**src/hdl/rrs_pkg.sv**
```systemverilog
// ----------------------------------------------------------------------------
// Round-robin slice scheduler package
// Shared types, codes and constants for the scheduler cells and top level.
// ----------------------------------------------------------------------------
package rrs_pkg;

  // Default table depth and fixed field widths.
  localparam int unsigned MaxJobsDef = 16;
  localparam int unsigned TimeW      = 16;
  localparam int unsigned JobNumW    = 5;
  localparam int unsigned ElapsedW   = 21;
  localparam int unsigned ElapsedOutW = 20;

  // Slice length after reset.
  localparam logic [TimeW-1:0] QuantumRst = TimeW'(2);

  // Command codes.
  typedef enum logic [1:0] {
    OpLoad  = 2'd0,
    OpSlice = 2'd1,
    OpClear = 2'd2
  } op_e;

  // Error codes.
  typedef enum logic [1:0] {
    ErrOk         = 2'd0,
    ErrFull       = 2'd1,
    ErrOddQuantum = 2'd2
  } err_e;

  // Controller states.
  typedef enum logic [1:0] {
    StIdle,
    StExec,
    StScan,
    StResp
  } state_e;

  // Command beat.
  typedef struct packed {
    logic [1:0]       opcode;
    logic [TimeW-1:0] arrival_time;
    logic [TimeW-1:0] burst_time;
  } cmd_t;

  // Result beat.
  typedef struct packed {
    logic [JobNumW-1:0]     job_number;
    logic [TimeW-1:0]       slice_length;
    logic [ElapsedOutW-1:0] elapsed_time;
    logic                   all_done;
    logic [1:0]             error_code;
  } res_t;

  // Controls broadcast from the controller to every cell.
  typedef struct packed {
    logic insert;      // place the new job into the sorted row
    logic clear;       // empty the table
    logic seed;        // plant the scan token at the cursor
    logic restart;     // cursor is not on a valid entry, start at the head
    logic scan;        // token walks one cell
    logic grant_seen;  // some cell granted a slice this cycle
  } cell_ctl_t;

  // Token and grant handed from one cell to its neighbour.
  typedef struct packed {
    logic tok;
    logic grant;
  } link_t;

endpackage

```
**src/hdl/rrs_cell.sv**
```systemverilog
// ----------------------------------------------------------------------------
// Scheduler cell
// Holds one table entry, takes part in sorted insertion and passes the
// round-robin scan token and cursor on to its neighbour.
// ----------------------------------------------------------------------------
module rrs_cell #(
  parameter bit          IsHome = 1'b0,
  parameter int unsigned NumW   = 5
) (
  input  logic                        clk_i,
  input  logic                        rst_ni,
  input  rrs_pkg::cell_ctl_t          ctl_i,
  input  logic [rrs_pkg::TimeW-1:0]   new_arr_i,
  input  logic [rrs_pkg::TimeW-1:0]   new_burst_i,
  input  logic [NumW-1:0]             new_num_i,
  input  logic [rrs_pkg::TimeW-1:0]   quantum_i,
  input  logic [rrs_pkg::TimeW-1:0]   prev_arr_i,
  input  logic [rrs_pkg::TimeW-1:0]   prev_rem_i,
  input  logic [NumW-1:0]             prev_num_i,
  input  logic                        prev_valid_i,
  input  logic                        prev_ins_i,
  input  rrs_pkg::link_t              link_i,
  input  logic                        next_valid_i,
  output logic [rrs_pkg::TimeW-1:0]   arr_o,
  output logic [rrs_pkg::TimeW-1:0]   rem_o,
  output logic [NumW-1:0]             num_o,
  output logic                        valid_o,
  output logic                        ins_o,
  output rrs_pkg::link_t              link_o,
  output rrs_pkg::link_t              wrap_o,
  output logic                        curv_o,
  output logic                        work_o,
  output logic                        grant_o,
  output logic [rrs_pkg::TimeW-1:0]   slice_o,
  output logic [NumW-1:0]             gnum_o
);

  logic [rrs_pkg::TimeW-1:0] arr_q, arr_d;
  logic [rrs_pkg::TimeW-1:0] rem_q, rem_d;
  logic [NumW-1:0]           num_q, num_d;
  logic                      valid_q, valid_d;
  logic                      cur_q, cur_d;
  logic                      tok_q, tok_d;
  logic                      last;
  logic                      grant;
  logic [rrs_pkg::TimeW-1:0] slice;

  // The new job goes in front of this entry when the entry is empty or arrives
  // strictly later, which keeps equal arrivals in load order.
  assign ins_o = !valid_q || (arr_q > new_arr_i);

  // This entry is the last occupied one of the table.
  assign last = valid_q && !next_valid_i;

  // Grant when the token sits here and work remains.
  assign grant = ctl_i.scan && tok_q && (rem_q != '0);
  assign slice = (rem_q < quantum_i) ? rem_q : quantum_i;

  assign link_o.tok   = tok_q && !last;
  assign link_o.grant = grant && !last;
  assign wrap_o.tok   = tok_q && last;
  assign wrap_o.grant = grant && last;

  assign arr_o   = arr_q;
  assign rem_o   = rem_q;
  assign num_o   = num_q;
  assign valid_o = valid_q;
  assign curv_o  = cur_q && valid_q;
  assign work_o  = valid_q && (rem_q != '0);
  assign grant_o = grant;
  assign slice_o = grant ? slice : '0;
  assign gnum_o  = grant ? num_q : '0;

  // Next entry contents and control bits.
  always_comb begin
    arr_d   = arr_q;
    rem_d   = rem_q;
    num_d   = num_q;
    valid_d = valid_q;
    cur_d   = cur_q;
    tok_d   = tok_q;
    priority if (ctl_i.clear) begin
      valid_d = 1'b0;
      cur_d   = IsHome;
      tok_d   = 1'b0;
    end else if (ctl_i.insert) begin
      if (prev_ins_i) begin
        arr_d   = prev_arr_i;
        rem_d   = prev_rem_i;
        num_d   = prev_num_i;
        valid_d = prev_valid_i;
      end else if (ins_o) begin
        arr_d   = new_arr_i;
        rem_d   = new_burst_i;
        num_d   = new_num_i;
        valid_d = 1'b1;
      end
    end else if (ctl_i.seed) begin
      tok_d = curv_o || (IsHome && ctl_i.restart);
    end else if (ctl_i.scan) begin
      tok_d = link_i.tok;
      if (ctl_i.grant_seen) begin
        cur_d = link_i.grant;
      end
      if (grant) begin
        rem_d = rem_q - slice;
      end
    end
  end

  // Control bits.
  always_ff @(posedge clk_i or negedge rst_ni) begin
    if (!rst_ni) begin
      valid_q <= 1'b0;
      cur_q   <= IsHome;
      tok_q   <= 1'b0;
    end else begin
      valid_q <= valid_d;
      cur_q   <= cur_d;
      tok_q   <= tok_d;
    end
  end

  // Entry payload.
  always_ff @(posedge clk_i) begin
    arr_q <= arr_d;
    rem_q <= rem_d;
    num_q <= num_d;
  end

endmodule

```
**config.mk**
```make
export PLATFORM = sky130hd
export DESIGN_NAME = rrs_cell
export DESIGN_NICKNAME = d
export VERILOG_FILES = /design/src/hdl/rrs_pkg.sv /design/src/hdl/rrs_cell.sv
export SDC_FILE = /design/constraint.sdc
export NUM_CORES = 1
export LEC_CHECK = 0
export ABC_CLOCK_PERIOD_IN_PS = 4600
export BUFFER_PORTS_ARGS = -buffer_cell sky130_fd_sc_hd__buf_2
export CORE_ASPECT_RATIO = 1.1
export CORE_MARGIN = 4
export CORE_UTILIZATION = 44
export CTS_CLUSTER_SIZE = 16
export DETAILED_ROUTE_END_ITERATION = 7
export PLACE_DENSITY = 0.75
export SLEW_MARGIN = 25
export SYNTH_ARGS = -nofsm -noshare
export SYNTH_HDL_FRONTEND = slang
export SYNTH_SLANG_ARGS = --single-unit
```
**constraint.sdc**
```tcl
create_clock -name clk_i -period 4.6 [get_ports clk_i]
set_input_delay 0.46 -clock clk_i [delete_from_list [all_inputs] [get_ports clk_i]]
set_output_delay 0.46 -clock clk_i [all_outputs]
set_load 0.1 [all_outputs]
```
==> metrics.txt <==
# TYPE chip_impl_metric gauge
chip_impl_info{name="run_status",value="finished clean"} 1
chip_impl_metric{name="ys_async_sr_fraction",unit="%"} 7.50
chip_impl_info{name="synth.largest_area_cell",value="edfxtp_1"} 1
chip_impl_metric{name="ys_seq_area_share",unit="%"} 29.8
chip_impl_info{name="clock-root-buffer",value="clkbuf_8"} 1
chip_impl_metric{name="timing.reg2reg.worst_path_depth",unit=""} 18
chip_impl_metric{name="antenna-diode-count",unit=""} 0
chip_impl_metric{name="std_cell_rows",unit=""} 36
chip_impl_metric{name="skew",unit="ns"} 0.00686
chip_impl_metric{name="globalRouteTotalUtil",unit="%"} 23.9
chip_impl_metric{name="layout-drive-gt1-share",unit="%"} 41.5
chip_impl_metric{name="peakVddDrop",unit="mV"} 0.178
chip_impl_metric{name="cts_inserted_buffers",unit=""} 5
chip_impl_metric{name="final_cells",unit=""} 800
chip_impl_metric{name="clock.fmax",unit="GHz"} 0.219
chip_impl_metric{name="place_hpwl",unit="um"} 10300
chip_impl_metric{name="grt_max_degree",unit=""} 53
chip_impl_metric{name="worst_max_slew_pin_slew",unit="ns"} 0.890
chip_impl_metric{name="timing.hold.worst_path_depth",unit=""} 2
chip_impl_metric{name="max-cap-violations",unit=""} 0
chip_impl_metric{name="post_synth_num_cell_types",unit=""} 61
chip_impl_metric{name="clk_latency",unit="ns"} 0.31
chip_impl_metric{name="io_pins",unit=""} 170
chip_impl_info{name="critical_path.endpoint_type",value="flop"} 1
chip_impl_info{name="crit_top_cell",value="o21ai_2"} 1
chip_impl_metric{name="drt-wirelength-per-cell",unit="um"} 16.1
chip_impl_metric{name="dr.pass1.iters",unit=""} 5
chip_impl_metric{name="die-height",unit="um"} 108
chip_impl_metric{name="mappedNetlistArea",unit="mm^2"} 0.00398
chip_impl_metric{name="number_of_setup_violations_in_the_final_report",unit=""} 0
chip_impl_metric{name="yosysTopAreaCellShare",unit="%"} 27.9
chip_impl_info{name="setup.worst_path.start_class",value="flop"} 1
chip_impl_info{name="synth.most_common_cell",value="nand2_1"} 1
chip_impl_metric{name="cellPowerDensity",unit="mW/mm^2"} 292
chip_impl_metric{name="placement.io_buffers",unit=""} 168
chip_impl_metric{name="setup_ws",unit="ns"} 0.0310
chip_impl_info{name="synth.cells.most_frequent",value="nand2_1, inv_1, o21ai_0"} 1
chip_impl_info{name="setup_repair_after_global_routing_missed_its_margin",value="yes"} 1
chip_impl_metric{name="design.final.nets",unit=""} 829
chip_impl_metric{name="postSynthAreaPerCell",unit="um^2"} 8.48
chip_impl_metric{name="first_global_vias",unit=""} 4494
chip_impl_metric{name="synth-warning-count",unit=""} 0
chip_impl_metric{name="core-area",unit="mm^2"} 0.00883
chip_impl_metric{name="period_needed",unit="ns"} 4.57
chip_impl_metric{name="detail_route_antenna_nets",unit=""} 0
chip_impl_metric{name="wirelength",unit="um"} 12900
chip_impl_metric{name="finalSetupTns",unit="ns"} 0
chip_impl_info{name="synth_ff_type",value="edfxtp_1"} 1
chip_impl_metric{name="number_of_flops_mapped_to_enable_cells_by_yosys",unit=""} 37
chip_impl_metric{name="syn_nets",unit=""} 613
chip_impl_metric{name="grt_antenna_before_repair",unit=""} 0
chip_impl_metric{name="die_area",unit="mm^2"} 0.0106
chip_impl_metric{name="ratio_of_routed_vias_to_standard_cells",unit=""} 5.46
chip_impl_metric{name="place.gp.congestion",unit=""} 0.907
chip_impl_metric{name="hold_violations",unit=""} 0
chip_impl_metric{name="maximum_clock_insertion_buffer_count",unit=""} 2
chip_impl_metric{name="crit_path_max_fanout",unit=""} 5
chip_impl_info{name="crit_chain",value="ha_4 > nand4_1 > or4_4 > a221oi_4 > nor3_4 > o21ai_2 > ha_2 > inv_2 > fa_2 > a21o_1 > a21oi_2 > maj3_2 > nor2_1 > o311a_4 > or2_4 > mux2_4 > a311o_1 > o21ai_2"} 1
chip_impl_info{name="start_to_end_type_of_the_worst_setup_path",value="reg -> reg"} 1
chip_impl_metric{name="clk_pin_slew",unit="ns"} 0.09
chip_impl_metric{name="synth.ff_latch_count",unit=""} 40
chip_impl_metric{name="fin_crit_sh",unit="%"} 99.3
chip_impl_metric{name="worst_ep_required_time",unit="ns"} 4.76
chip_impl_info{name="slowest_stage",value="or4_4"} 1
chip_impl_metric{name="postPlaceCellArea",unit="mm^2"} 0.00539
chip_impl_info{name="cell_types_with_the_largest_area_share_after_synthesis",value="edfxtp_1, ha_1, o21ai_0"} 1
chip_impl_metric{name="post-route-cell-area",unit="mm^2"} 0.00561
chip_impl_metric{name="leakagePower",unit="nW"} 2.77
chip_impl_metric{name="post_layout_utilization_of_the_core",unit="%"} 63.6
chip_impl_metric{name="synthesis.instances",unit=""} 469
chip_impl_metric{name="worst-r2r-setup-slack",unit="ns"} 0.03
chip_impl_metric{name="placed_cells_incl_taps",unit=""} 787
chip_impl_metric{name="dp_slack",unit="ns"} -0.104
chip_impl_metric{name="timing.critical_path.slowest_cell_delay",unit="ns"} 0.54
chip_impl_metric{name="route.detailed.drc",unit=""} 0
chip_impl_metric{name="drt-initial-drc-count",unit=""} 149
chip_impl_metric{name="timing.slew.headroom",unit="%"} 40.6
chip_impl_metric{name="first_pass_grt_wire_length",unit="um"} 20700
chip_impl_metric{name="syn2layout_area_growth",unit="%"} 41.1
chip_impl_metric{name="grt.overflow.total",unit=""} 0
chip_impl_metric{name="arrival",unit="ns"} 4.73
chip_impl_info{name="hold_class",value="in -> reg"} 1
chip_impl_info{name="tritoncts",value="built"} 1
chip_impl_metric{name="initial_utilization",unit="%"} 45.1
chip_impl_metric{name="htreeDepth",unit=""} 2
chip_impl_metric{name="die_x",unit="um"} 98.7
chip_impl_metric{name="routed-via-count",unit=""} 4367
chip_impl_metric{name="cts_sinks",unit=""} 40
chip_impl_metric{name="drv_slew",unit=""} 0
## area by class of cell
type                       count  area, um^2
multi-input combinational    364        2740
clock inverter                 3        18.8
timing repair buffer         227        1290
clock buffer                   5        68.8
fill                         762        3210
sequential                    40        1190
tap                          114         143
inverter                      47         176
## worst max-delay path, delay by kind of cell (launching register included)
family,cells,cell delay (ns)
muxes,1,0.29
buffers and inverters,1,0.04
AOI/OAI and AO/OA,7,1.54
DFF,1,0.44
adders and majority gates,4,1.06
and+or+nand+nor,5,1.06
## where the power goes
group	leakage [nW]	switching [mW]	internal [mW]	total (mW)
Combinational	2.34	0.591	0.348	0.939
Clock	0.0378	0.143	0.105	0.248
Sequential	0.388	0.0181	0.436	0.455
## per-stage QoR
stage                     power (mW)  hold WS [ns]
after global placement          1.33         0.258
after global routing            1.73         0.340
after detailed placement        1.35         0.265
after floorplan                 1.09         0.164
final                           1.64         0.351
after CTS                       1.60         0.343
## layout by cell type (no fill, tap or decap), types with 6 or more instances in the layout
master    count
nor2_1       30
ha_1         36
a21oi_1      27
xor2_1        7
nor2_2        6
nand4_1       6
mux2i_1      17
nor3_1        7
buf_2       168
inv_1        46
a21oi_2       6
mux2_2       12
o21ai_0      36
a21o_1        9
and2_1       10
buf_4        58
edfxtp_1     37
nand2_1      53
## final timing paths
kind                            from       end
setup reg to reg           rem_o[10]  rem_o[8]
max in group asynchronous     rst_ni     cur_q
hold / removal              ctl_i[4]     cur_q
setup / recovery           rem_o[10]  rem_o[8]
hold reg to reg                cur_q     cur_q
min in group asynchronous     rst_ni   valid_o
## sequential cells by signal, indices dropped and copies added (netlist names)
register / flops
arr_o: 16
rem_o: 16
num_o: 5
cur_q: 1
tok_q: 1
valid_o: 1
## kinds of logic (layout without fill, tap and decap cells)
family	count (synthesis)	in the layout	share of synthesized area (%)
AND/OR/NAND/NOR	144	144	17.4
AO/OA/AOI/OAI	134	134	22.2
buffers and inverters	65	282	6.13
adder cells (fa/ha/maj)	43	43	13.6
flip-flops	40	40	29.8
multiplexers	31	31	8.30
XOR/XNOR	12	12	2.64
## metal layers
metal | vias up | wire length [um] | global-route usage [%]
met5 | - | 0 | 0
met4 | 0 | 240 | 7.22
met3 | 19 | 1170 | 6.29
met2 | 194 | 6530 | 43.3
met1 | 2003 | 4930 | 27.4
li1 | 2151 | - | -
## what timing repair did
action,in CTS,in global routing
resized for setup,0,16
hold buffers,1,0
endpoints found under the setup margin,0,7
hold endpoints to repair,3,0
setup buffers,0,4
(Power assumes the default switching activity.)
